`config.mk`:
```
export PLATFORM = sky130hd
export DESIGN_NAME = source_text_tokenizer_flat
export DESIGN_NICKNAME = d
export VERILOG_FILES = /design/src/stt_pkg.sv /design/src/stt_in_if.sv /design/src/stt_out_if.sv /design/src/source_text_tokenizer.sv /design/src/stt_core.sv /design/src/stt_result_fifo.sv /design/src/flat_wrapper.sv
export SDC_FILE = /design/constraint.sdc
export NUM_CORES = 1
export LEC_CHECK = 0
export BUFFER_PORTS_ARGS = -buffer_cell sky130_fd_sc_hd__buf_2
export CORE_MARGIN = 2
export CORE_UTILIZATION = 55
export CTS_BUF_LIST = sky130_fd_sc_hd__clkbuf_8 sky130_fd_sc_hd__clkbuf_16
export CTS_CLUSTER_SIZE = 16
export DETAILED_ROUTE_END_ITERATION = 8
export GPL_ROUTABILITY_DRIVEN = 1
export HOLD_SLACK_MARGIN = 0.08
export PLACE_DENSITY = 0.8
export SETUP_SLACK_MARGIN = 0.05
export SLEW_MARGIN = 5
export SYNTH_ARGS = -nofsm -noshare
export SYNTH_HDL_FRONTEND = slang
export SYNTH_SLANG_ARGS = --single-unit
```
`constraint.sdc`:
```
create_clock -name i_clk -period 4.6 [get_ports i_clk]
set_clock_uncertainty 0.1 [all_clocks]
set_input_delay 0 -clock i_clk [delete_from_list [all_inputs] [get_ports i_clk]]
set_output_delay 0 -clock i_clk [all_outputs]
set_load 0.05 [all_outputs]
```
`src/stt_pkg.sv`:
```
`timescale 1ns / 1ps
`default_nettype none

package stt_pkg;

    // Pending token kinds held between bytes.
    typedef enum logic [2:0] {
        MODE_IDLE  = 3'd0,
        MODE_WORD  = 3'd1,
        MODE_NUM   = 3'd2,
        MODE_COLON = 3'd3,
        MODE_EQ1   = 3'd4,
        MODE_EQ2   = 3'd5,
        MODE_OP    = 3'd6,
        MODE_SEMI  = 3'd7
    } t_mode;

    localparam logic [2:0] ST_TOKEN        = 3'd0;
    localparam logic [2:0] ST_COLON_SPACE  = 3'd1;
    localparam logic [2:0] ST_BAD_EQUALS   = 3'd2;
    localparam logic [2:0] ST_BAD_OPERATOR = 3'd3;
    localparam logic [2:0] ST_DIGIT_LETTER = 3'd4;
    localparam logic [2:0] ST_SEMI_NEWLINE = 3'd5;
    localparam logic [2:0] ST_INVALID_CHAR = 3'd6;

    localparam logic [3:0] KIND_KEYWORD    = 4'd0;
    localparam logic [3:0] KIND_IDENTIFIER = 4'd1;
    localparam logic [3:0] KIND_OPERATOR   = 4'd2;
    localparam logic [3:0] KIND_ASSIGN     = 4'd3;
    localparam logic [3:0] KIND_COMPARE    = 4'd4;
    localparam logic [3:0] KIND_INTEGER    = 4'd5;
    localparam logic [3:0] KIND_SEMICOLON  = 4'd6;
    localparam logic [3:0] KIND_COLON      = 4'd7;
    localparam logic [3:0] KIND_LPAREN     = 4'd8;
    localparam logic [3:0] KIND_RPAREN     = 4'd9;

    localparam logic [7:0] CH_SPACE  = 8'h20;
    localparam logic [7:0] CH_TAB    = 8'h09;
    localparam logic [7:0] CH_LF     = 8'h0A;
    localparam logic [7:0] CH_CR     = 8'h0D;
    localparam logic [7:0] CH_COLON  = 8'h3A;
    localparam logic [7:0] CH_LPAREN = 8'h28;
    localparam logic [7:0] CH_RPAREN = 8'h29;
    localparam logic [7:0] CH_EQUALS = 8'h3D;
    localparam logic [7:0] CH_PLUS   = 8'h2B;
    localparam logic [7:0] CH_MINUS  = 8'h2D;
    localparam logic [7:0] CH_STAR   = 8'h2A;
    localparam logic [7:0] CH_SLASH  = 8'h2F;
    localparam logic [7:0] CH_SEMI   = 8'h3B;

    localparam int          KW_COUNT     = 8;
    localparam int          KW_MAX_LEN   = 5;
    localparam logic [15:0] LENGTH_MAX   = 16'hFFFF;

    // Keywords packed big-endian, first letter in the most significant used byte.
    localparam logic [39:0] KW_VALUE [KW_COUNT] = '{
        40'h00_006C_6574,
        40'h77_6869_6C65,
        40'h00_0000_6966,
        40'h00_656C_7365,
        40'h00_0069_6E74,
        40'h66_6C6F_6174,
        40'h00_6368_6172,
        40'h00_0000_666E
    };
    localparam logic [2:0] KW_LEN [KW_COUNT] = '{
        3'd3, 3'd5, 3'd2, 3'd4, 3'd3, 3'd5, 3'd4, 3'd2
    };

    localparam int FIFO_DEPTH     = 4;
    localparam int FIFO_PTR_BITS  = 2;
    localparam int FIFO_CNT_BITS  = 3;

    typedef struct packed {
        logic [2:0]  status;
        logic [3:0]  token_kind;
        logic [15:0] token_start;
        logic [15:0] token_length;
        logic [15:0] line_number;
        logic [2:0]  keyword_index;
        logic [7:0]  operator_char;
        logic        last_of_run;
    } t_result;

    // Results produced by one input transaction, first in order first.
    typedef struct packed {
        logic [1:0] count;
        t_result    first;
        t_result    second;
    } t_push;

    function automatic logic is_alpha(input logic [7:0] c);
        return (c >= 8'h41 && c <= 8'h5A) || (c >= 8'h61 && c <= 8'h7A);
    endfunction

    function automatic logic is_digit(input logic [7:0] c);
        return c >= 8'h30 && c <= 8'h39;
    endfunction

    function automatic logic is_space(input logic [7:0] c);
        return c == CH_SPACE || (c >= CH_TAB && c <= CH_CR);
    endfunction

    function automatic t_result make_result(
        input logic [2:0]  status,
        input logic [3:0]  kind,
        input logic [15:0] start,
        input logic [15:0] length,
        input logic [15:0] line,
        input logic [2:0]  kw,
        input logic [7:0]  op
    );
        t_result r;
        r.status        = status;
        r.token_kind    = kind;
        r.token_start   = start;
        r.token_length  = length;
        r.line_number   = line;
        r.keyword_index = kw;
        r.operator_char = op;
        r.last_of_run   = 1'b0;
        return r;
    endfunction

endpackage

`default_nettype wire

```
`src/stt_in_if.sv`:
```
`timescale 1ns / 1ps
`default_nettype none

interface stt_in_if;
    logic       valid;
    logic       ready;
    logic [7:0] text_byte;
    logic       end_of_text;

    modport source (output valid, output text_byte, output end_of_text, input ready);
    modport sink (input valid, input text_byte, input end_of_text, output ready);
endinterface

`default_nettype wire

```
`src/stt_out_if.sv`:
```
`timescale 1ns / 1ps
`default_nettype none

interface stt_out_if;
    logic        valid;
    logic        ready;
    logic [2:0]  status;
    logic [3:0]  token_kind;
    logic [15:0] token_start;
    logic [15:0] token_length;
    logic [15:0] line_number;
    logic [2:0]  keyword_index;
    logic [7:0]  operator_char;
    logic        last_of_run;

    modport source (
        output valid, output status, output token_kind, output token_start,
        output token_length, output line_number, output keyword_index,
        output operator_char, output last_of_run, input ready
    );
    modport sink (
        input valid, input status, input token_kind, input token_start,
        input token_length, input line_number, input keyword_index,
        input operator_char, input last_of_run, output ready
    );
endinterface

`default_nettype wire

```
`src/source_text_tokenizer.sv`:
```
// Results: the results of an accepted byte are written into the registered result queue.
// Throughput: one byte per cycle while the queue has room; the result queue drains one
// token per cycle while the receiver is ready, so a byte that causes two results takes two
// output transfers, and input is held off while more than two results wait in the four-entry queue.
// Reset: synchronous, active low; clears position, line, pending token, error halt and
// empties the result queue.
`timescale 1ns / 1ps
`default_nettype none

module source_text_tokenizer #(
    parameter int POSITION_BITS = 16,
    parameter int LINE_BITS     = 16
) (
    input  wire logic   i_clk,
    input  wire logic   i_rst_n,
    stt_in_if.sink      i_text,
    stt_out_if.source   o_tok
);

    logic               w_accept;
    logic               w_room;
    stt_pkg::t_push     w_push;
    stt_pkg::t_result   w_head;

    assign i_text.ready = w_room;
    assign w_accept     = i_text.valid & w_room;

    stt_core #(
        .POSITION_BITS (POSITION_BITS),
        .LINE_BITS     (LINE_BITS)
    ) u_core (
        .i_clk         (i_clk),
        .i_rst_n       (i_rst_n),
        .i_accept      (w_accept),
        .i_text_byte   (i_text.text_byte),
        .i_end_of_text (i_text.end_of_text),
        .o_push        (w_push)
    );

    stt_result_fifo u_fifo (
        .i_clk     (i_clk),
        .i_rst_n   (i_rst_n),
        .i_push_en (w_accept),
        .i_push    (w_push),
        .o_room    (w_room),
        .o_valid   (o_tok.valid),
        .o_head    (w_head),
        .i_pop     (o_tok.ready)
    );

    assign o_tok.status        = w_head.status;
    assign o_tok.token_kind    = w_head.token_kind;
    assign o_tok.token_start   = w_head.token_start;
    assign o_tok.token_length  = w_head.token_length;
    assign o_tok.line_number   = w_head.line_number;
    assign o_tok.keyword_index = w_head.keyword_index;
    assign o_tok.operator_char = w_head.operator_char;
    assign o_tok.last_of_run   = w_head.last_of_run;

endmodule

`default_nettype wire

```
`src/stt_core.sv`:
```
`timescale 1ns / 1ps
`default_nettype none

module stt_core #(
    parameter int POSITION_BITS = 16,
    parameter int LINE_BITS     = 16
) (
    input  wire logic          i_clk,
    input  wire logic          i_rst_n,
    input  wire logic          i_accept,
    input  wire logic [7:0]    i_text_byte,
    input  wire logic          i_end_of_text,
    output stt_pkg::t_push     o_push
);

    stt_pkg::t_mode               r_mode, n_mode;
    logic [POSITION_BITS-1:0]     r_pos, n_pos;
    logic [LINE_BITS-1:0]         r_line, n_line;
    logic [POSITION_BITS-1:0]     r_start, n_start;
    logic [15:0]                  r_len, n_len;
    logic [39:0]                  r_prefix, n_prefix;
    logic [7:0]                   r_op, n_op;
    logic                         r_halted, n_halted;

    logic [15:0]                  w_pos16;
    logic [15:0]                  w_line16;
    logic [15:0]                  w_start16;
    logic [31:0]                  w_pos_ext;
    logic [31:0]                  w_line_ext;
    logic [31:0]                  w_start_ext;
    logic                         w_kw_hit;
    logic [2:0]                   w_kw_idx;
    stt_pkg::t_result             w_word;
    stt_pkg::t_result             w_res_a, w_res_b;
    logic                         w_has_a, w_has_b;

    assign w_pos_ext   = 32'(r_pos);
    assign w_line_ext  = 32'(r_line);
    assign w_start_ext = 32'(r_start);
    assign w_pos16     = w_pos_ext[15:0];
    assign w_line16    = w_line_ext[15:0];
    assign w_start16   = w_start_ext[15:0];

    // Keyword lookup on the pending word; keywords are distinct, so at most one hits.
    always_comb begin
        w_kw_hit = 1'b0;
        w_kw_idx = '0;
        for (int i = 0; i < stt_pkg::KW_COUNT; i++) begin
            if (r_len <= 16'(stt_pkg::KW_MAX_LEN) && r_len == 16'(stt_pkg::KW_LEN[i])
                    && r_prefix == stt_pkg::KW_VALUE[i]) begin
                w_kw_hit = 1'b1;
                w_kw_idx = 3'(i);
            end
        end
        if (w_kw_hit) begin
            w_word = stt_pkg::make_result(stt_pkg::ST_TOKEN, stt_pkg::KIND_KEYWORD,
                w_start16, r_len, w_line16, w_kw_idx, 8'd0);
        end else begin
            w_word = stt_pkg::make_result(stt_pkg::ST_TOKEN, stt_pkg::KIND_IDENTIFIER,
                w_start16, r_len, w_line16, 3'd0, 8'd0);
        end
    end

    always_comb begin
        logic       again;
        logic       fail_a;
        logic [2:0] fail_status;
        logic [7:0] c;

        c           = i_text_byte;
        again       = 1'b0;
        fail_a      = 1'b0;
        fail_status = stt_pkg::ST_TOKEN;
        w_has_a     = 1'b0;
        w_has_b     = 1'b0;
        w_res_a     = '0;
        w_res_b     = '0;
        n_mode      = r_mode;
        n_pos       = r_pos;
        n_line      = r_line;
        n_start     = r_start;
        n_len       = r_len;
        n_prefix    = r_prefix;
        n_op        = r_op;
        n_halted    = r_halted;

        if (!r_halted) begin
            if (i_end_of_text) begin
                unique case (r_mode)
                    stt_pkg::MODE_WORD: begin
                        w_has_a = 1'b1;
                        w_res_a = w_word;
                    end
                    stt_pkg::MODE_NUM: begin
                        w_has_a = 1'b1;
                        w_res_a = stt_pkg::make_result(stt_pkg::ST_TOKEN,
                            stt_pkg::KIND_INTEGER, w_start16, r_len, w_line16, 3'd0, 8'd0);
                    end
                    stt_pkg::MODE_COLON: begin
                        fail_a      = 1'b1;
                        fail_status = stt_pkg::ST_COLON_SPACE;
                    end
                    stt_pkg::MODE_EQ1, stt_pkg::MODE_EQ2: begin
                        fail_a      = 1'b1;
                        fail_status = stt_pkg::ST_BAD_EQUALS;
                    end
                    stt_pkg::MODE_OP: begin
                        fail_a      = 1'b1;
                        fail_status = stt_pkg::ST_BAD_OPERATOR;
                    end
                    stt_pkg::MODE_SEMI: begin
                        fail_a      = 1'b1;
                        fail_status = stt_pkg::ST_SEMI_NEWLINE;
                    end
                    stt_pkg::MODE_IDLE: begin
                    end
                endcase
                n_mode = stt_pkg::MODE_IDLE;
                if (fail_a) begin
                    n_halted = 1'b1;
                end else begin
                    n_pos  = '0;
                    n_line = '0;
                end
            end else begin
                unique case (r_mode)
                    stt_pkg::MODE_WORD: begin
                        if (stt_pkg::is_alpha(c) || stt_pkg::is_digit(c)) begin
                            if (r_len < 16'(stt_pkg::KW_MAX_LEN)) begin
                                n_prefix = {r_prefix[31:0], c};
                            end
                            if (r_len != stt_pkg::LENGTH_MAX) begin
                                n_len = r_len + 16'd1;
                            end
                        end else begin
                            w_has_a = 1'b1;
                            w_res_a = w_word;
                            again   = 1'b1;
                        end
                    end
                    stt_pkg::MODE_NUM: begin
                        priority if (stt_pkg::is_digit(c)) begin
                            if (r_len != stt_pkg::LENGTH_MAX) begin
                                n_len = r_len + 16'd1;
                            end
                        end else if (stt_pkg::is_alpha(c)) begin
                            fail_a      = 1'b1;
                            fail_status = stt_pkg::ST_DIGIT_LETTER;
                        end else begin
                            w_has_a = 1'b1;
                            w_res_a = stt_pkg::make_result(stt_pkg::ST_TOKEN,
                                stt_pkg::KIND_INTEGER, w_start16, r_len, w_line16, 3'd0, 8'd0);
                            again   = 1'b1;
                        end
                    end
                    stt_pkg::MODE_COLON: begin
                        if (c == stt_pkg::CH_SPACE) begin
                            w_has_a = 1'b1;
                            w_res_a = stt_pkg::make_result(stt_pkg::ST_TOKEN,
                                stt_pkg::KIND_COLON, w_start16, 16'd1, w_line16, 3'd0, 8'd0);
                            again   = 1'b1;
                        end else begin
                            fail_a      = 1'b1;
                            fail_status = stt_pkg::ST_COLON_SPACE;
                        end
                    end
                    stt_pkg::MODE_EQ1: begin
                        priority if (c == stt_pkg::CH_EQUALS) begin
                            n_mode = stt_pkg::MODE_EQ2;
                            n_len  = 16'd2;
                        end else if (stt_pkg::is_space(c)) begin
                            w_has_a = 1'b1;
                            w_res_a = stt_pkg::make_result(stt_pkg::ST_TOKEN,
                                stt_pkg::KIND_ASSIGN, w_start16, 16'd1, w_line16, 3'd0, 8'd0);
                            again   = 1'b1;
                        end else begin
                            fail_a      = 1'b1;
                            fail_status = stt_pkg::ST_BAD_EQUALS;
                        end
                    end
                    stt_pkg::MODE_EQ2: begin
                        if (stt_pkg::is_space(c)) begin
                            w_has_a = 1'b1;
                            w_res_a = stt_pkg::make_result(stt_pkg::ST_TOKEN,
                                stt_pkg::KIND_COMPARE, w_start16, 16'd2, w_line16, 3'd0, 8'd0);
                            again   = 1'b1;
                        end else begin
                            fail_a      = 1'b1;
                            fail_status = stt_pkg::ST_BAD_EQUALS;
                        end
                    end
                    stt_pkg::MODE_OP: begin
                        if (stt_pkg::is_space(c)) begin
                            w_has_a = 1'b1;
                            w_res_a = stt_pkg::make_result(stt_pkg::ST_TOKEN,
                                stt_pkg::KIND_OPERATOR, w_start16, 16'd1, w_line16, 3'd0, r_op);
                            again   = 1'b1;
                        end else begin
                            fail_a      = 1'b1;
                            fail_status = stt_pkg::ST_BAD_OPERATOR;
                        end
                    end
                    stt_pkg::MODE_SEMI: begin
                        if (c == stt_pkg::CH_LF) begin
                            w_has_a = 1'b1;
                            w_res_a = stt_pkg::make_result(stt_pkg::ST_TOKEN,
                                stt_pkg::KIND_SEMICOLON, w_start16, 16'd1, w_line16, 3'd0, 8'd0);
                            again   = 1'b1;
                        end else begin
                            fail_a      = 1'b1;
                            fail_status = stt_pkg::ST_SEMI_NEWLINE;
                        end
                    end
                    stt_pkg::MODE_IDLE: begin
                        again = 1'b1;
                    end
                endcase

                if (fail_a) begin
                    n_mode   = stt_pkg::MODE_IDLE;
                    n_halted = 1'b1;
                end

                // The byte that closed the previous token starts a new one.
                if (again) begin
                    n_mode  = stt_pkg::MODE_IDLE;
                    n_start = r_pos;
                    n_len   = 16'd1;
                    priority if (stt_pkg::is_alpha(c)) begin
                        n_mode   = stt_pkg::MODE_WORD;
                        n_prefix = {32'd0, c};
                    end else if (stt_pkg::is_digit(c)) begin
                        n_mode = stt_pkg::MODE_NUM;
                    end else if (stt_pkg::is_space(c)) begin
                        if (c == stt_pkg::CH_LF) begin
                            n_line = r_line + {{(LINE_BITS-1){1'b0}}, 1'b1};
                        end
                    end else if (c == stt_pkg::CH_COLON) begin
                        n_mode = stt_pkg::MODE_COLON;
                    end else if (c == stt_pkg::CH_LPAREN) begin
                        w_has_b = 1'b1;
                        w_res_b = stt_pkg::make_result(stt_pkg::ST_TOKEN,
                            stt_pkg::KIND_LPAREN, w_pos16, 16'd1, w_line16, 3'd0, 8'd0);
                    end else if (c == stt_pkg::CH_RPAREN) begin
                        w_has_b = 1'b1;
                        w_res_b = stt_pkg::make_result(stt_pkg::ST_TOKEN,
                            stt_pkg::KIND_RPAREN, w_pos16, 16'd1, w_line16, 3'd0, 8'd0);
                    end else if (c == stt_pkg::CH_EQUALS) begin
                        n_mode = stt_pkg::MODE_EQ1;
                    end else if (c == stt_pkg::CH_PLUS || c == stt_pkg::CH_MINUS
                            || c == stt_pkg::CH_STAR || c == stt_pkg::CH_SLASH) begin
                        n_mode = stt_pkg::MODE_OP;
                        n_op   = c;
                    end else if (c == stt_pkg::CH_SEMI) begin
                        n_mode = stt_pkg::MODE_SEMI;
                    end else begin
                        w_has_b  = 1'b1;
                        w_res_b  = stt_pkg::make_result(stt_pkg::ST_INVALID_CHAR,
                            stt_pkg::KIND_KEYWORD, w_pos16, 16'd0, w_line16, 3'd0, 8'd0);
                        n_halted = 1'b1;
                    end
                end

                n_pos = r_pos + {{(POSITION_BITS-1){1'b0}}, 1'b1};
            end

            if (fail_a) begin
                w_has_a = 1'b1;
                w_res_a = stt_pkg::make_result(fail_status, stt_pkg::KIND_KEYWORD,
                    w_pos16, 16'd0, w_line16, 3'd0, 8'd0);
            end
        end
    end

    // Pack the results of this transaction in order and mark the last one.
    always_comb begin
        o_push.count  = 2'({1'b0, w_has_a}) + 2'({1'b0, w_has_b});
        o_push.first  = w_has_a ? w_res_a : w_res_b;
        o_push.second = w_res_b;
        o_push.first.last_of_run  = ~(w_has_a & w_has_b);
        o_push.second.last_of_run = 1'b1;
    end

    always_ff @(posedge i_clk) begin
        if (!i_rst_n) begin
            r_mode   <= stt_pkg::MODE_IDLE;
            r_pos    <= '0;
            r_line   <= '0;
            r_start  <= '0;
            r_len    <= '0;
            r_prefix <= '0;
            r_op     <= '0;
            r_halted <= 1'b0;
        end else if (i_accept) begin
            r_mode   <= n_mode;
            r_pos    <= n_pos;
            r_line   <= n_line;
            r_start  <= n_start;
            r_len    <= n_len;
            r_prefix <= n_prefix;
            r_op     <= n_op;
            r_halted <= n_halted;
        end
    end

endmodule

`default_nettype wire

```
`src/stt_result_fifo.sv`:
```
`timescale 1ns / 1ps
`default_nettype none

module stt_result_fifo (
    input  wire logic              i_clk,
    input  wire logic              i_rst_n,
    input  wire logic              i_push_en,
    input  wire stt_pkg::t_push    i_push,
    output logic                   o_room,
    output logic                   o_valid,
    output stt_pkg::t_result       o_head,
    input  wire logic              i_pop
);

    localparam logic [stt_pkg::FIFO_PTR_BITS-1:0] PTR_ONE = stt_pkg::FIFO_PTR_BITS'(1);

    stt_pkg::t_result                     r_mem [stt_pkg::FIFO_DEPTH];
    logic [stt_pkg::FIFO_PTR_BITS-1:0]    r_wr, r_rd;
    logic [stt_pkg::FIFO_CNT_BITS-1:0]    r_count;
    logic [1:0]                           w_push_cnt;
    logic                                 w_pop;
    logic [stt_pkg::FIFO_PTR_BITS-1:0]    w_wr_next;

    assign w_push_cnt = i_push_en ? i_push.count : 2'd0;
    assign w_pop      = o_valid & i_pop;
    assign w_wr_next  = r_wr + PTR_ONE;
    assign o_valid    = r_count != '0;
    assign o_head     = r_mem[r_rd];
    // Room for the two results that one transaction can cause.
    assign o_room     = r_count <= stt_pkg::FIFO_CNT_BITS'(stt_pkg::FIFO_DEPTH - 2);

    always_ff @(posedge i_clk) begin
        if (w_push_cnt != 2'd0) begin
            r_mem[r_wr] <= i_push.first;
        end
        if (w_push_cnt == 2'd2) begin
            r_mem[w_wr_next] <= i_push.second;
        end
    end

    always_ff @(posedge i_clk) begin
        if (!i_rst_n) begin
            r_wr    <= '0;
            r_rd    <= '0;
            r_count <= '0;
        end else begin
            r_wr    <= r_wr + stt_pkg::FIFO_PTR_BITS'(w_push_cnt);
            r_rd    <= r_rd + stt_pkg::FIFO_PTR_BITS'(w_pop);
            r_count <= r_count + stt_pkg::FIFO_CNT_BITS'(w_push_cnt)
                       - stt_pkg::FIFO_CNT_BITS'(w_pop);
        end
    end

endmodule

`default_nettype wire

```
`src/flat_wrapper.sv`:
```
// flat-port wrapper written by rule: the top's interface ports become plain ports
module source_text_tokenizer_flat 
#(
    parameter int POSITION_BITS = 16,
    parameter int LINE_BITS     = 16
)
  (i_clk, i_rst_n, i_text_valid, i_text_text_byte, i_text_end_of_text, i_text_ready, o_tok_valid, o_tok_status, o_tok_token_kind, o_tok_token_start, o_tok_token_length, o_tok_line_number, o_tok_keyword_index, o_tok_operator_char, o_tok_last_of_run, o_tok_ready);
  stt_in_if i_text_i ();
  stt_out_if o_tok_i ();
  input  wire logic i_clk;
  input  wire logic i_rst_n;
  input wire logic [$bits(i_text_i.valid)-1:0] i_text_valid;
  input wire logic [$bits(i_text_i.text_byte)-1:0] i_text_text_byte;
  input wire logic [$bits(i_text_i.end_of_text)-1:0] i_text_end_of_text;
  output wire logic [$bits(i_text_i.ready)-1:0] i_text_ready;
  output wire logic [$bits(o_tok_i.valid)-1:0] o_tok_valid;
  output wire logic [$bits(o_tok_i.status)-1:0] o_tok_status;
  output wire logic [$bits(o_tok_i.token_kind)-1:0] o_tok_token_kind;
  output wire logic [$bits(o_tok_i.token_start)-1:0] o_tok_token_start;
  output wire logic [$bits(o_tok_i.token_length)-1:0] o_tok_token_length;
  output wire logic [$bits(o_tok_i.line_number)-1:0] o_tok_line_number;
  output wire logic [$bits(o_tok_i.keyword_index)-1:0] o_tok_keyword_index;
  output wire logic [$bits(o_tok_i.operator_char)-1:0] o_tok_operator_char;
  output wire logic [$bits(o_tok_i.last_of_run)-1:0] o_tok_last_of_run;
  input wire logic [$bits(o_tok_i.ready)-1:0] o_tok_ready;
  assign i_text_i.valid = i_text_valid;
  assign i_text_i.text_byte = i_text_text_byte;
  assign i_text_i.end_of_text = i_text_end_of_text;
  assign i_text_ready = i_text_i.ready;
  assign o_tok_valid = o_tok_i.valid;
  assign o_tok_status = o_tok_i.status;
  assign o_tok_token_kind = o_tok_i.token_kind;
  assign o_tok_token_start = o_tok_i.token_start;
  assign o_tok_token_length = o_tok_i.token_length;
  assign o_tok_line_number = o_tok_i.line_number;
  assign o_tok_keyword_index = o_tok_i.keyword_index;
  assign o_tok_operator_char = o_tok_i.operator_char;
  assign o_tok_last_of_run = o_tok_i.last_of_run;
  assign o_tok_i.ready = o_tok_ready;
  source_text_tokenizer #(.POSITION_BITS(POSITION_BITS), .LINE_BITS(LINE_BITS)) u_core (.i_clk(i_clk), .i_rst_n(i_rst_n), .i_text(i_text_i), .o_tok(o_tok_i));
endmodule
```
==> results_tabular.tex, run 1 <==
\begin{tabular}{lr}
\hline
Metric & Value \\
\hline
\multicolumn{2}{l}{\textbf{Detailed routing}} \\
\quad Average detailed-routed wire length per instance & 21.7 µm \\
\quad Number of vias per cell & 6.43 \\
\quad Remaining antenna violation count & 0 \\
\quad Total length of routed wires & 47.5 mm \\
\quad DRC violation total after the first TritonRoute iteration & 1,576 \\
\quad Via Count & 14.1k \\
\quad Detailed-route DRC error count & 0 \\
\quad Detailed-router iteration count before antenna repair & 5 \\
\multicolumn{2}{l}{\textbf{CTS}} \\
\quad Clock tree from TritonCTS & done \\
\quad H-tree levels & 2 \\
\quad Number of buffers created by CTS & 41 \\
\quad Clk pin slew, worst setup/hold paths & 60 ps \\
\quad Clock Sinks & 391 \\
\quad Buffer type at the clock tree root & clkbuf\_16 \\
\quad Worst-case clock buffer depth & 3 \\
\quad Clock latency on the worst-skew pair & 530 ps \\
\multicolumn{2}{l}{\textbf{Timing}} \\
\quad Max-slew violation count & 0 \\
\quad Setup slack of the critical path after layout & 223 ps \\
\quad Setup-violating endpoint count in the final report & 0 \\
\quad Slew margin rel. & 18.7\% \\
\quad Setup repair after global routing missed its margin & false \\
\quad Final Hold Vio Count & 0 \\
\quad Highest Clock Rate & 0.228 GHz \\
\quad Fraction of the cycle the final worst path needs & 95.1\% \\
\quad Min Clock Period, post-route & 4380 ps \\
\quad Slew @ Worst Pin & 1220 ps \\
\multicolumn{2}{l}{\textbf{Setup path}} \\
\quad Worst path arrival time & 4460 ps \\
\quad Kind of start point of the critical path & flip-flop \\
\quad Setup CP Type & reg -> reg \\
\quad Category of the worst setup path capture point & flip-flop \\
\quad Data required, critical path & 4680 ps \\
\quad Maximum net fanout on the critical path & 38 \\
\multicolumn{2}{l}{\textbf{Global routing}} \\
\quad Maximum number of pins on one net before global-route repair & 91 \\
\quad Vias in the first global route & 13.9k \\
\quad Antenna violations before repair & 0 \\
\quad Wire length of the first global-routing pass & 74.9 mm \\
\quad Total routing usage reported by global routing & 27.7\% \\
\quad Leftover overflow at the end of global routing & 0 \\
\multicolumn{2}{l}{\textbf{Power}} \\
\quad Pwr dens & 438 mW/mm² \\
\quad Static power due to leakage & 0.00713 µW \\
\quad IR drop worst, VDD & 351 µV \\
\multicolumn{2}{l}{\textbf{Flow run}} \\
\quad Count of max-cap constraint violations & 0 \\
\multicolumn{2}{l}{\textbf{Logic synthesis}} \\
\quad Cells after synthesis & 1,646 \\
\quad Distinct cells, synth & 90 \\
\quad Number of synthesized flops with an enable pin & 148 \\
\quad Sequential fraction of the synthesis area & 51.4\% \\
\quad Proportion of synthesized flip-flops having asynchronous set or reset & 0\% \\
\quad Synth Register Bits & 391 \\
\quad Total standard cell area after synthesis & 0.0181 mm² \\
\quad Post-Syn Nets & 1,672 \\
\quad Main synth FF type & dfxtp\_1 \\
\quad Ys Warns & 0 \\
\quad Syn avg cell area & 11.0 µm² \\
\multicolumn{2}{l}{\textbf{Final layout}} \\
\quad Area growth syn-to-layout & 13.8\% \\
\quad Layout filler cell count & 2,528 \\
\quad Highest-count cells in the layout ignoring fill and taps & dfxtp\_1, edfxtp\_1, nand2\_1 \\
\quad Most common cell after layout, fill and taps aside & dfxtp\_1 \\
\quad Ratio of cells with drive above 1 in the final layout & 18.9\% \\
\quad Number of diodes & 0 \\
\quad Final-stage net count & 1,741 \\
\quad Final core occ & 63.4\% \\
\multicolumn{2}{l}{\textbf{Floorplanning}} \\
\quad Ports placed on the boundary & 82 \\
\quad Placement row count & 66 \\
\quad Initial Util & 55.7\% \\
\quad Width of the die & 186 µm \\
\quad Die Area & 0.0344 mm² \\
\quad Vertical die dimension & 186 µm \\
\quad Placeable core area & 0.0325 mm² \\
\multicolumn{2}{l}{\textbf{Placement}} \\
\quad Post-DP HPWL & 30.6 mm \\
\quad Number of port buffers & 81 \\
\quad GPL Wtd Cong & 0.940 \\
\quad Worst-case setup slack after placement & -72.7 ps \\
\multicolumn{2}{l}{\textbf{Status}} \\
\quad Outcome & complete, no violations \\
\multicolumn{2}{l}{\textbf{Min path}} \\
\quad Kind of path behind the tightest hold check & in -> reg \\
\hline
\end{tabular}
-- metal layers --
layer / part of all wire [%] / global-route usage, % / routed length [µm]
met5: 0 / 0 / 0
met4: 2.4 / 8.13 / 1140
met3: 8.7 / 4.87 / 4130
met2: 46 / 44.3 / 22000
met1: 42 / 38.8 / 20200
-- cells in the mapped netlist, drive strengths merged (6+ instances only) --
library cell    n  area [µm²]
xnor2           7        61.3
mux4           67        1510
and3           16         100
clkbuf         91         342
ha             12         150
nor2b          50         313
mux2i          12         120
nor4           24         171
o2bb2ai         6        52.6
nor3b           6        45.0
buf            39         225
o22ai          69         524
and2           80         502
edfxtp        148        4440
nor2           73         282
nand2         132         563
nor3           20         105
a21boi         22         169
xor2           15         131
inv            33         131
dfxtp         243        4860
a22o           71         622
o21ai          95         487
o31ai          21         158
a21oi          28         151
nand2b          8        50.1
a31oi           9        71.3
nand4          22         138
a22oi          48         360
nand3          72         365
or3            20         125
-- logic make-up (layout without fill, tap and decap cells) --
logic type / Yosys count / in the layout / share of synthesized area, %
flops: 391 / 391 / 51.4
mux: 79 / 79 / 8.99
buf+inv: 163 / 263 / 3.85
xor+xnor: 22 / 22 / 1.06
fa+ha+maj: 13 / 13 / 0.939
simple gates: 563 / 563 / 17.2
compound gates: 415 / 415 / 16.6
-- timing repair --
item,CTS,global route
resized for setup,1,2
pin swaps,0,2
setup buffers,0,2
hold buffers,12,0
endpoints found under the hold margin,27,0
setup endpoints to repair,54,201
-- state kept, by name (all words and copies together), names as in the netlist, 3 cells and up --
name / count
u_core.u_core.r_prefix: 40
u_core.u_core.r_start: 16
u_core.u_fifo.r_count: 3
u_core.u_core.r_mode: 3
u_core.u_core.r_pos: 16
u_core.u_core.r_line: 16
u_core.u_core.r_len: 16
u_core.u_core.r_op: 8
u_core.u_fifo.r_mem: 268
-- worst max-delay path, cell delays in order (launching register included) --
cell        delay [ps]
dfxtp_1            630
nand2_1            290
nor4_4             390
a211oi_2            70
and3_1             220
or4_4              570
inv_8               70
ha_1               200
nand3_1            350
or3_1              510
and2_1             260
clkinvlp_4         120
buf_12             260
-- through the flow --
stage	hold WS (ps)	setup TNS, ps	total power, µW	area (µm²)	cells
floorplan	66.2	0	5240	18200	1646
global placement	243	0	5710	19100	2100
detailed placement	261	-2260	5720	19100	2100
CTS	178	0	9050	20600	2186
global route	218	0	9310	20600	2188
finish	179	0	9020	20600	2188
-- cell type report --
cell class                 count  area, µm²  area share (%)
clock buffer                  45       1090            5.30
clock inverter                29        279            1.35
inverter                      33        146           0.710
multi-input combinational   1092       8160            39.6
sequential                   391       9320            45.2
tap                          442        553            2.68
timing repair buffer         156       1070            5.21
-- power by group --
part           switching [µW]  leakage, µW  total [µW]  internal, µW
combinational            1180      0.00314        1770           590
clock                    1360     0.000717        3350          2000
sequential                198      0.00328        3900          3710
total                    2730      0.00713        9020          6290
-- worst paths after layout --
kind	cells past startpoint	slack, ps	endpoint	startpoint
setup / recovery	12	220	u_core.u_fifo.r_mem[2][15]	u_core.u_core.r_mode[0]
hold / removal	3	180	u_core.u_core.r_start[1]	i_rst_n
setup reg to reg	12	220	u_core.u_fifo.r_mem[2][15]	u_core.u_core.r_mode[0]
hold reg to reg	2	350	u_core.u_fifo.r_mem[1][4]	u_core.u_fifo.r_mem[1][4]
Note: power is estimated with default switching activity, not from simulation.
==> run 2, diff against run 1 <==
Settings changed: REMOVE_ABC_BUFFERS from default to 1.
==> results_tabular.tex, run 2 (same netlist as run 1, synthesis figures left out) <==
\begin{tabular}{lr}
\hline
Metric & Value \\
\hline
\multicolumn{2}{l}{\textbf{Status}} \\
\quad Outcome & complete, no violations (unchanged) \\
\multicolumn{2}{l}{\textbf{Timing}} \\
\quad Slew margin rel. & 22.5\% (was 18.7\%) \\
\quad Highest Clock Rate & 0.233 GHz (was 0.228 GHz) \\
\quad Fraction of the cycle the final worst path needs & 93.5\% (was 95.1\%) \\
\quad Setup slack of the critical path after layout & 301 ps (was 223 ps) \\
\quad Max-slew violation count & 0 (unchanged) \\
\quad Final Hold Vio Count & 0 (unchanged) \\
\quad Setup repair after global routing missed its margin & false (unchanged) \\
\quad Setup-violating endpoint count in the final report & 0 (unchanged) \\
\quad Slew @ Worst Pin & 1160 ps (was 1220 ps) \\
\quad Min Clock Period, post-route & 4300 ps (was 4380 ps) \\
\multicolumn{2}{l}{\textbf{Floorplanning}} \\
\quad Vertical die dimension & 186 µm (unchanged) \\
\quad Placement row count & 66 (unchanged) \\
\quad Width of the die & 186 µm (unchanged) \\
\quad Ports placed on the boundary & 82 (unchanged) \\
\quad Initial Util & 55.7\% (unchanged) \\
\quad Placeable core area & 0.0325 mm² (unchanged) \\
\quad Die Area & 0.0344 mm² (unchanged) \\
\multicolumn{2}{l}{\textbf{Setup path}} \\
\quad Crit path max-delay family & simple AND/OR/NAND/NOR gates (unchanged) \\
\quad Cell at the slowest stage of the critical path & a21boi\_2 (was dfxtp\_1) \\
\quad Maximum net fanout on the critical path & 17 (was 38) \\
\quad Data required, critical path & 4740 ps (was 4680 ps) \\
\quad Cell breakdown of the critical path & dlygate4sd3\_1 -> buf\_2 -> or4\_4 -> nor4\_4 -> a211oi\_2 -> and3\_1 -> or4\_4 -> inv\_8 -> ha\_1 -> nor2\_1 -> or2\_2 -> nor2\_1 -> a21boi\_2 -> o22ai\_1 (was nand2\_1 -> nor4\_4 -> a211oi\_2 -> and3\_1 -> or4\_4 -> inv\_8 -> ha\_1 -> nand3\_1 -> or3\_1 -> and2\_1 -> clkinvlp\_4 -> buf\_12) \\
\quad Category of the worst setup path capture point & flip-flop (unchanged) \\
\quad Setup CP Type & in -> reg (was reg -> reg) \\
\quad Worst path arrival time & 4440 ps (was 4460 ps) \\
\quad Biggest cell delay along the critical path & 730 ps (was 630 ps) \\
\quad Number of cells on the critical path & 14 (was 12) \\
\quad End of the worst register-to-register path & u\_core.u\_fifo.r\_mem[2][45] (was u\_core.u\_fifo.r\_mem[2][15]) \\
\quad Kind of start point of the critical path & input port (was flip-flop) \\
\quad R2R cell count & 12 (unchanged) \\
\quad Critical path buffers and inverters & 3 (unchanged) \\
\quad Launching point of the worst reg2reg path & u\_core.u\_core.r\_mode[2] (was u\_core.u\_core.r\_mode[0]) \\
\quad Slack of the worst reg-to-reg path & 330 ps (was 220 ps) \\
\quad End point of the critical path & u\_core.u\_fifo.r\_mem[2][45] (was u\_core.u\_fifo.r\_mem[2][15]) \\
\quad Launch point of the critical path & i\_text\_text\_byte[0] (was u\_core.u\_core.r\_mode[0]) \\
\multicolumn{2}{l}{\textbf{Detailed routing}} \\
\quad Via Count & 13.9k (was 14.1k) \\
\quad Total length of routed wires & 46.4 mm (was 47.5 mm) \\
\quad DRC violation total after the first TritonRoute iteration & 1,539 (was 1,576) \\
\quad Remaining antenna violation count & 0 (unchanged) \\
\quad Detailed-router iteration count before antenna repair & 6 (was 5) \\
\quad Detailed-route DRC error count & 0 (unchanged) \\
\quad Number of vias per cell & 6.36 (was 6.43) \\
\quad Average detailed-routed wire length per instance & 21.2 µm (was 21.7 µm) \\
\multicolumn{2}{l}{\textbf{Power}} \\
\quad Pwr dens & 439 mW/mm² (was 438 mW/mm²) \\
\quad Switching power & 2730 µW (about the same) \\
\quad Int Power & 6310 µW (was 6290 µW) \\
\quad IR drop worst, VDD & 253 µV (was 351 µV) \\
\quad Static power due to leakage & 0.00715 µW (was 0.00713 µW) \\
\quad Share of power burned in registers & 43.0\% (was 43.3\%) \\
\quad Switching share of power & 30.2\% (was 30.3\%) \\
\quad Clock power share & 37.7\% (was 37.2\%) \\
\quad Proportion of power drawn by combinational gates & 19.3\% (was 19.6\%) \\
\multicolumn{2}{l}{\textbf{CTS}} \\
\quad H-tree levels & 2 (unchanged) \\
\quad Buffer type at the clock tree root & clkbuf\_16 (unchanged) \\
\quad Number of buffers created by CTS & 41 (unchanged) \\
\quad Clock Sinks & 391 (unchanged) \\
\quad Clock tree from TritonCTS & done (unchanged) \\
\quad Clock latency on the worst-skew pair & 540 ps (was 530 ps) \\
\quad Clk pin slew, worst setup/hold paths & 60 ps (about the same) \\
\quad Worst-case clock buffer depth & 3 (unchanged) \\
\quad Number of buffers added for setup after CTS & 0 (unchanged) \\
\multicolumn{2}{l}{\textbf{Global routing}} \\
\quad Leftover overflow at the end of global routing & 0 (unchanged) \\
\quad Wire length of the first global-routing pass & 73.3 mm (was 74.9 mm) \\
\quad Met1 layer usage reported by global route & 36.3\% (was 38.8\%) \\
\quad M3 GR Usage & 5.58\% (was 4.87\%) \\
\quad Total routing usage reported by global routing & 27.1\% (was 27.7\%) \\
\quad Most Crowded Layer GR & met2 (unchanged) \\
\quad Vias in the first global route & 13.5k (was 13.9k) \\
\quad Met2 Track Usage GR & 44.1\% (was 44.3\%) \\
\quad Maximum number of pins on one net before global-route repair & 66 (was 91) \\
\quad Antenna violations before repair & 1 (was 0) \\
\multicolumn{2}{l}{\textbf{Final layout}} \\
\quad Highest-count cells in the layout ignoring fill and taps & dfxtp\_1, edfxtp\_1, nand2\_1 (unchanged) \\
\quad Area growth syn-to-layout & 13.5\% (was 13.8\%) \\
\quad Largest register by flop count & u\_core.u\_fifo.r\_mem (unchanged) \\
\quad Post-route non-filler standard cell count & 2,186 (was 2,188) \\
\quad Area used by multi-input combinational logic & 0.00813 mm² (was 0.00816 mm²) \\
\quad Ratio of cells with drive above 1 in the final layout & 18.4\% (was 18.9\%) \\
\quad Final core occ & 63.2\% (was 63.4\%) \\
\quad Most common cell after layout, fill and taps aside & dfxtp\_1 (unchanged) \\
\quad Final-stage net count & 1,737 (was 1,741) \\
\quad Area taken by flip-flops and latches & 0.00932 mm² (about the same) \\
\quad Max FFs per register & 268 (unchanged) \\
\quad Top flop regs & u\_core.u\_fifo.r\_mem: 268 flops, u\_core.u\_core.r\_prefix: 40 flops (unchanged) \\
\quad Layout filler cell count & 2,552 (was 2,528) \\
\multicolumn{2}{l}{\textbf{Placement}} \\
\quad Post-DP HPWL & 31.1 mm (was 30.6 mm) \\
\quad GPL Wtd Cong & 0.948 (was 0.940) \\
\quad Number of port buffers & 81 (unchanged) \\
\quad Worst-case setup slack after placement & 194 ps (was -72.7 ps) \\
\quad Placed Instances & 2,097 (was 2,100) \\
\multicolumn{2}{l}{\textbf{Flow run}} \\
\quad Count of max-cap constraint violations & 0 (unchanged) \\
\multicolumn{2}{l}{\textbf{Min path}} \\
\quad Kind of path behind the tightest hold check & in -> reg (unchanged) \\
\hline
\end{tabular}
[run 2: changes by cell type in the layout (fill, tap and decap cells not counted), sizes merged]
cell,previous run,this run
clkinv,5,8
diode,0,1
bufinv,5,3
clkbuf,45,50
inv,46,45
clkinvlp,6,2
buf,144,139
dlygate4sd3,12,13
[run 2: timing repair]
item                                   in CTS  in global routing
gates resized for setup                     0                  1
endpoints found under the hold margin      36                  0
setup endpoints to repair                   0                 72
hold buffers                               13                  0
[run 2: worst reg2reg max path: stages, from the launching register on]
cell and delay [ps]:
dfxtp_1 390, and3b_1 240, and4_1 270, a211oi_2 510, and3_1 320, or4_4 260
inv_8 40, ha_1 390, nor2_1 230, or2_2 200, nor2_1 80, a21boi_2 730
o22ai_1 210
[run 2: routing by layer]
metal,share of wire (%),vias up
met5,0,-
met4,3.0,0
met3,8.4,97
met2,48,628
met1,41,6795
li1,-,6373
[run 2: how the worst min path moves through the flow]
stage / end / slack [ps] / cells past startpoint / from
after detailed placement: u_core.u_core.r_prefix[5] / 300 / 3 / i_text_text_byte[5]
final: u_core.u_core.r_prefix[5] / 300 / 4 / i_text_text_byte[5]
after global placement: u_core.u_core.r_prefix[5] / 280 / 3 / i_text_text_byte[5]
after floorplan: u_core.u_core.r_pos[0] / 20 / 1 / i_rst_n
after global routing: u_core.u_core.r_prefix[6] / 360 / 4 / i_text_text_byte[6]
after CTS: u_core.u_core.r_prefix[5] / 270 / 4 / i_text_text_byte[5]
[run 2: power groups by stage]
stage	clock network (µW)	logic, µW	registers [µW]
after floorplan	0	1230	3950
after global placement	0	1710	3960
after detailed placement	0	1730	3970
after CTS	3440	1740	3890
after global routing	3600	1830	3910
final	3410	1740	3890
[run 2: metrics by stage]
| step | total power (µW) | hold WS, ps | instance area (µm²) | TNS [ps] |
|---|---|---|---|---|
| 6_report | 9040 | 303 | 20600 | 0 |
| 3_3_place_gp | 5670 | 283 | 19000 | 0 |
| 4_1_cts | 9080 | 265 | 20600 | 0 |
| 3_5_place_dp | 5700 | 297 | 19000 | 0 |
| 2_1_floorplan | 5180 | 21.7 | 17600 | -106040 |
| 5_1_grt | 9340 | 358 | 20600 | 0 |
[run 2: area by class of cell]
cell class | instances | area share (%)
antenna | 1 | 0.0122
clock buffer | 50 | 5.81
clock inverter | 25 | 1.11
inverter | 33 | 0.639
multi-input combinational | 1092 | 39.5
sequential | 391 | 45.3
tap | 442 | 2.69
timing repair buffer | 152 | 4.90
==> run 3, diff against run 2 <==
Settings changed: ABC_AREA from default to 1.
==> results_tabular.tex, run 3 <==
\begin{tabular}{lr}
\hline
Metric & Value \\
\hline
\multicolumn{2}{l}{\textbf{Logic synthesis}} \\
\quad Synth Register Bits & 391 (unchanged) \\
\quad Dominant combinational cell family by area after synthesis & simple AND/OR/NAND/NOR gates (unchanged) \\
\quad Simple-gate area share of the yosys netlist & 30.6\% (was 17.2\%) \\
\quad Number of synthesized flops with an enable pin & 148 (unchanged) \\
\quad Syn avg cell area & 7.26 µm² (was 11.0 µm²) \\
\quad Yosys top cell area share & 24.7\% (was 26.8\%) \\
\quad Xor and xnor fraction of the mapped netlist area & 1.02\% (was 1.06\%) \\
\quad Complex-gate fraction of the synthesized area & 13.2\% (was 16.6\%) \\
\quad Distinct cells, synth & 48 (was 90) \\
\quad Main synth FF type & dfxtp\_1 (unchanged) \\
\quad Total standard cell area after synthesis & 0.0197 mm² (was 0.0181 mm²) \\
\quad Proportion of synthesized flip-flops having asynchronous set or reset & 0\% (unchanged) \\
\quad Most instantiated library cell after synthesis & nand2\_1 (was dfxtp\_1) \\
\quad Sequential fraction of the synthesis area & 47.3\% (was 51.4\%) \\
\quad Cell type contributing the most total cell area after synthesis & dfxtp\_1 (unchanged) \\
\quad Adder-cell area share of the yosys netlist & 0.864\% (was 0.939\%) \\
\quad Area contributors post-synth & dfxtp\_1, edfxtp\_1, nand2\_1 (was dfxtp\_1, edfxtp\_1, mux4\_2) \\
\quad Ys Warns & 0 (unchanged) \\
\quad Synth top cells by count & nand2\_1, nor2\_1, o21ai\_0, dfxtp\_1, inv\_1 (was dfxtp\_1, edfxtp\_1, nand2\_1, clkbuf\_1, o21ai\_0) \\
\quad Cells after synthesis & 2,712 (was 1,646) \\
\quad Portion of netlist area occupied by mux cells & 0\% (was 8.99\%) \\
\multicolumn{2}{l}{\textbf{Setup path}} \\
\quad Setup CP Type & in -> reg (unchanged) \\
\quad R2R cell count & 22 (was 12) \\
\quad Biggest cell delay along the critical path & 530 ps (was 730 ps) \\
\quad Slack of the worst reg-to-reg path & 500 ps (was 330 ps) \\
\quad Launch point of the critical path & i\_text\_text\_byte[1] (was i\_text\_text\_byte[0]) \\
\quad Data required, critical path & 4780 ps (was 4740 ps) \\
\quad End of the worst register-to-register path & u\_core.u\_fifo.r\_mem[0][21] (was u\_core.u\_fifo.r\_mem[2][45]) \\
\quad Worst path arrival time & 4340 ps (was 4440 ps) \\
\quad Kind of start point of the critical path & input port (unchanged) \\
\quad Maximum net fanout on the critical path & 26 (was 17) \\
\quad Cell at the slowest stage of the critical path & dlygate4sd3\_1 (was a21boi\_2) \\
\quad Launching point of the worst reg2reg path & u\_core.u\_core.r\_mode[2] (unchanged) \\
\quad Category of the worst setup path capture point & flip-flop (unchanged) \\
\quad Most common cell type on the critical path & nand2\_1 \\
\multicolumn{2}{l}{\textbf{Final layout}} \\
\quad Most common cell after layout, fill and taps aside & nand2\_1 (was dfxtp\_1) \\
\quad Largest register by flop count & u\_core.u\_fifo.r\_mem (unchanged) \\
\quad Highest-count cells in the layout ignoring fill and taps & nand2\_1, nor2\_1, o21ai\_0 (was dfxtp\_1, edfxtp\_1, nand2\_1) \\
\quad Area growth syn-to-layout & 11.3\% (was 13.5\%) \\
\quad Ratio of cells with drive above 1 in the final layout & 9.24\% (was 18.4\%) \\
\quad Max FFs per register & 268 (unchanged) \\
\quad Top flop regs & u\_core.u\_fifo.r\_mem: 268 flops, u\_core.u\_core.r\_prefix: 40 flops (unchanged) \\
\quad Final-stage net count & 2,765 (was 1,737) \\
\quad Layout filler cell count & 3,066 (was 2,552) \\
\quad Number of diodes & 0 (was 1) \\
\multicolumn{2}{l}{\textbf{Global routing}} \\
\quad Wire length of the first global-routing pass & 90.8 mm (was 73.3 mm) \\
\quad Leftover overflow at the end of global routing & 0 (unchanged) \\
\quad Total routing usage reported by global routing & 29.4\% (was 27.1\%) \\
\quad Maximum number of pins on one net before global-route repair & 92 (was 66) \\
\quad Vias in the first global route & 17.8k (was 13.5k) \\
\quad Antenna violations before repair & 0 (was 1) \\
\multicolumn{2}{l}{\textbf{CTS}} \\
\quad H-tree levels & 2 (unchanged) \\
\quad Worst-case clock buffer depth & 3 (unchanged) \\
\quad Buffer type at the clock tree root & clkbuf\_16 (unchanged) \\
\quad Number of buffers created by CTS & 41 (unchanged) \\
\quad Clock latency on the worst-skew pair & 560 ps (was 540 ps) \\
\quad Clock Sinks & 391 (unchanged) \\
\quad Clock tree from TritonCTS & done (unchanged) \\
\quad Clk pin slew, worst setup/hold paths & 60 ps (about the same) \\
\quad Number of buffers added for setup after CTS & 0 (unchanged) \\
\multicolumn{2}{l}{\textbf{Detailed routing}} \\
\quad Number of vias per cell & 5.73 (was 6.36) \\
\quad DRC violation total after the first TritonRoute iteration & 1,782 (was 1,539) \\
\quad Detailed-route DRC error count & 0 (unchanged) \\
\quad Via Count & 18.5k (was 13.9k) \\
\quad Total length of routed wires & 55.6 mm (was 46.4 mm) \\
\quad Detailed-router iteration count before antenna repair & 6 (unchanged) \\
\quad Average detailed-routed wire length per instance & 17.2 µm (was 21.2 µm) \\
\quad Remaining antenna violation count & 0 (unchanged) \\
\multicolumn{2}{l}{\textbf{Power}} \\
\quad Static power due to leakage & 0.00897 µW (was 0.00715 µW) \\
\quad IR drop worst, VDD & 485 µV (was 253 µV) \\
\quad Pwr dens & 556 mW/mm² (was 439 mW/mm²) \\
\multicolumn{2}{l}{\textbf{Floorplanning}} \\
\quad Vertical die dimension & 193 µm (was 186 µm) \\
\quad Width of the die & 193 µm (was 186 µm) \\
\quad Initial Util & 55.6\% (was 55.7\%) \\
\quad Ports placed on the boundary & 82 (unchanged) \\
\quad Placeable core area & 0.0354 mm² (was 0.0325 mm²) \\
\quad Die Area & 0.0373 mm² (was 0.0344 mm²) \\
\quad Placement row count & 69 (was 66) \\
\multicolumn{2}{l}{\textbf{Min path}} \\
\quad Number of cells on the worst hold path & 4 (unchanged) \\
\quad End point of the worst hold path & u\_core.u\_core.r\_prefix[1] (was u\_core.u\_core.r\_prefix[5]) \\
\quad Kind of path behind the tightest hold check & in -> reg (unchanged) \\
\quad Launch point of the worst hold path & i\_text\_text\_byte[1] (was i\_text\_text\_byte[5]) \\
\multicolumn{2}{l}{\textbf{Timing}} \\
\quad Fraction of the cycle the final worst path needs & 90.4\% (was 93.5\%) \\
\quad Final Hold Vio Count & 0 (unchanged) \\
\quad Max-slew violation count & 0 (unchanged) \\
\quad Setup-violating endpoint count in the final report & 0 (unchanged) \\
\quad Slew margin rel. & 27.2\% (was 22.5\%) \\
\quad Highest Clock Rate & 0.240 GHz (was 0.233 GHz) \\
\quad Total Neg Setup Slack & 0 ps (unchanged) \\
\quad Min Clock Period, post-route & 4160 ps (was 4300 ps) \\
\quad Worst hold slack after final layout & 322 ps (was 303 ps) \\
\quad Slew @ Worst Pin & 1080 ps (was 1160 ps) \\
\quad Setup repair after global routing missed its margin & true (was false) \\
\multicolumn{2}{l}{\textbf{Placement}} \\
\quad Post-DP HPWL & 35.6 mm (was 31.1 mm) \\
\quad Number of port buffers & 81 (unchanged) \\
\quad GPL Wtd Cong & 0.918 (was 0.948) \\
\multicolumn{2}{l}{\textbf{Flow run}} \\
\quad Count of max-cap constraint violations & 0 (unchanged) \\
\multicolumn{2}{l}{\textbf{Status}} \\
\quad Outcome & complete, no violations (unchanged) \\
\hline
\end{tabular}
==> run 3: cell types whose count changed in the layout (fill, tap and decap cells not counted), sizes merged, moves of 71 or more <==
cell,before,now
nand2,132,872
nor2,73,381
o21ai,95,318
inv,45,174
and2,80,0
a22o,71,0
==> run 3: how the worst max path moves through the flow <==
stage | cells after the start | endpoint | slack (ps)
after floorplan | 23 | u_core.u_fifo.r_mem[3][1] | -2770
after global placement | 27 | u_core.u_fifo.r_mem[3][33] | 530
after detailed placement | 27 | u_core.u_fifo.r_mem[3][8] | 360
after CTS | 28 | u_core.u_fifo.r_mem[3][8] | 360
after global routing | 28 | u_core.u_fifo.r_mem[0][26] | 40
final | 25 | u_core.u_fifo.r_mem[0][21] | 440
==> run 3: area by class of cell <==
cell class,count,area [µm²],area share [%]
Clock buffer,48,1140,5.22
Clock inverter,28,224,1.02
Inverter,177,666,3.04
Multi-Input combinational cell,1987,9040,41.3
Sequential cell,391,9310,42.5
Tap cell,461,577,2.63
Timing Repair Buffer,141,950,4.33
==> run 3: stage by stage <==
step | worst slack (ps) | area [µm²] | power (µW) | util, % | std cells
finish | 440 | 21900 | 12200 | 61.9 | 3233
global route | 43.1 | 21900 | 12700 | 61.9 | 3233
CTS | 365 | 21900 | 12200 | 61.9 | 3233
detailed placement | 361 | 20300 | 8840 | 57.5 | 3139
global placement | 534 | 20300 | 8770 | 57.5 | 3139
floorplan | -2770 | 19000 | 7460 | - | 2555
==> run 3: routing by layer <==
metal / GRT usage (%) / part of all wire, % / routed length (µm)
met5: 0 / 0 / 0
met4: 9.73 / 2.6 / 1420
met3: 4.83 / 9.4 / 5230
met2: 47.3 / 46 / 25300
met1: 40.4 / 42 / 23600
==> run 3: worst max-delay path: cells and delay by family <==
family / cells / cell delay (ps)
fa+ha+maj: 1 / 270
compound gates: 4 / 610
buf+inv: 7 / 1740
simple gates: 13 / 1680
==> run 3: kinds of logic after synthesis <==
| logic type | count (synthesis) |
|---|---|
| AND/OR/NAND/NOR | 1460 |
| AO/OA/AOI/OAI | 491 |
| flip-flops | 391 |
| adder cells (fa/ha/maj) | 13 |
| XOR/XNOR | 23 |
| buffers and inverters | 334 |
==> run 3: power breakdown <==
| part | internal [µW] | switching, µW | total, µW |
|---|---|---|---|
| clock | 1950 | 1410 | 3360 |
| sequential | 3960 | 275 | 4240 |
| combinational | 987 | 3610 | 4600 |
==> run 3: what timing repair did <==
item | 4_1_cts | 5_1_grt
setup endpoints to repair | 0 | 95
hold buffers | 18 | 0
resized for setup | 0 | 5
hold endpoints to repair | 80 | 0
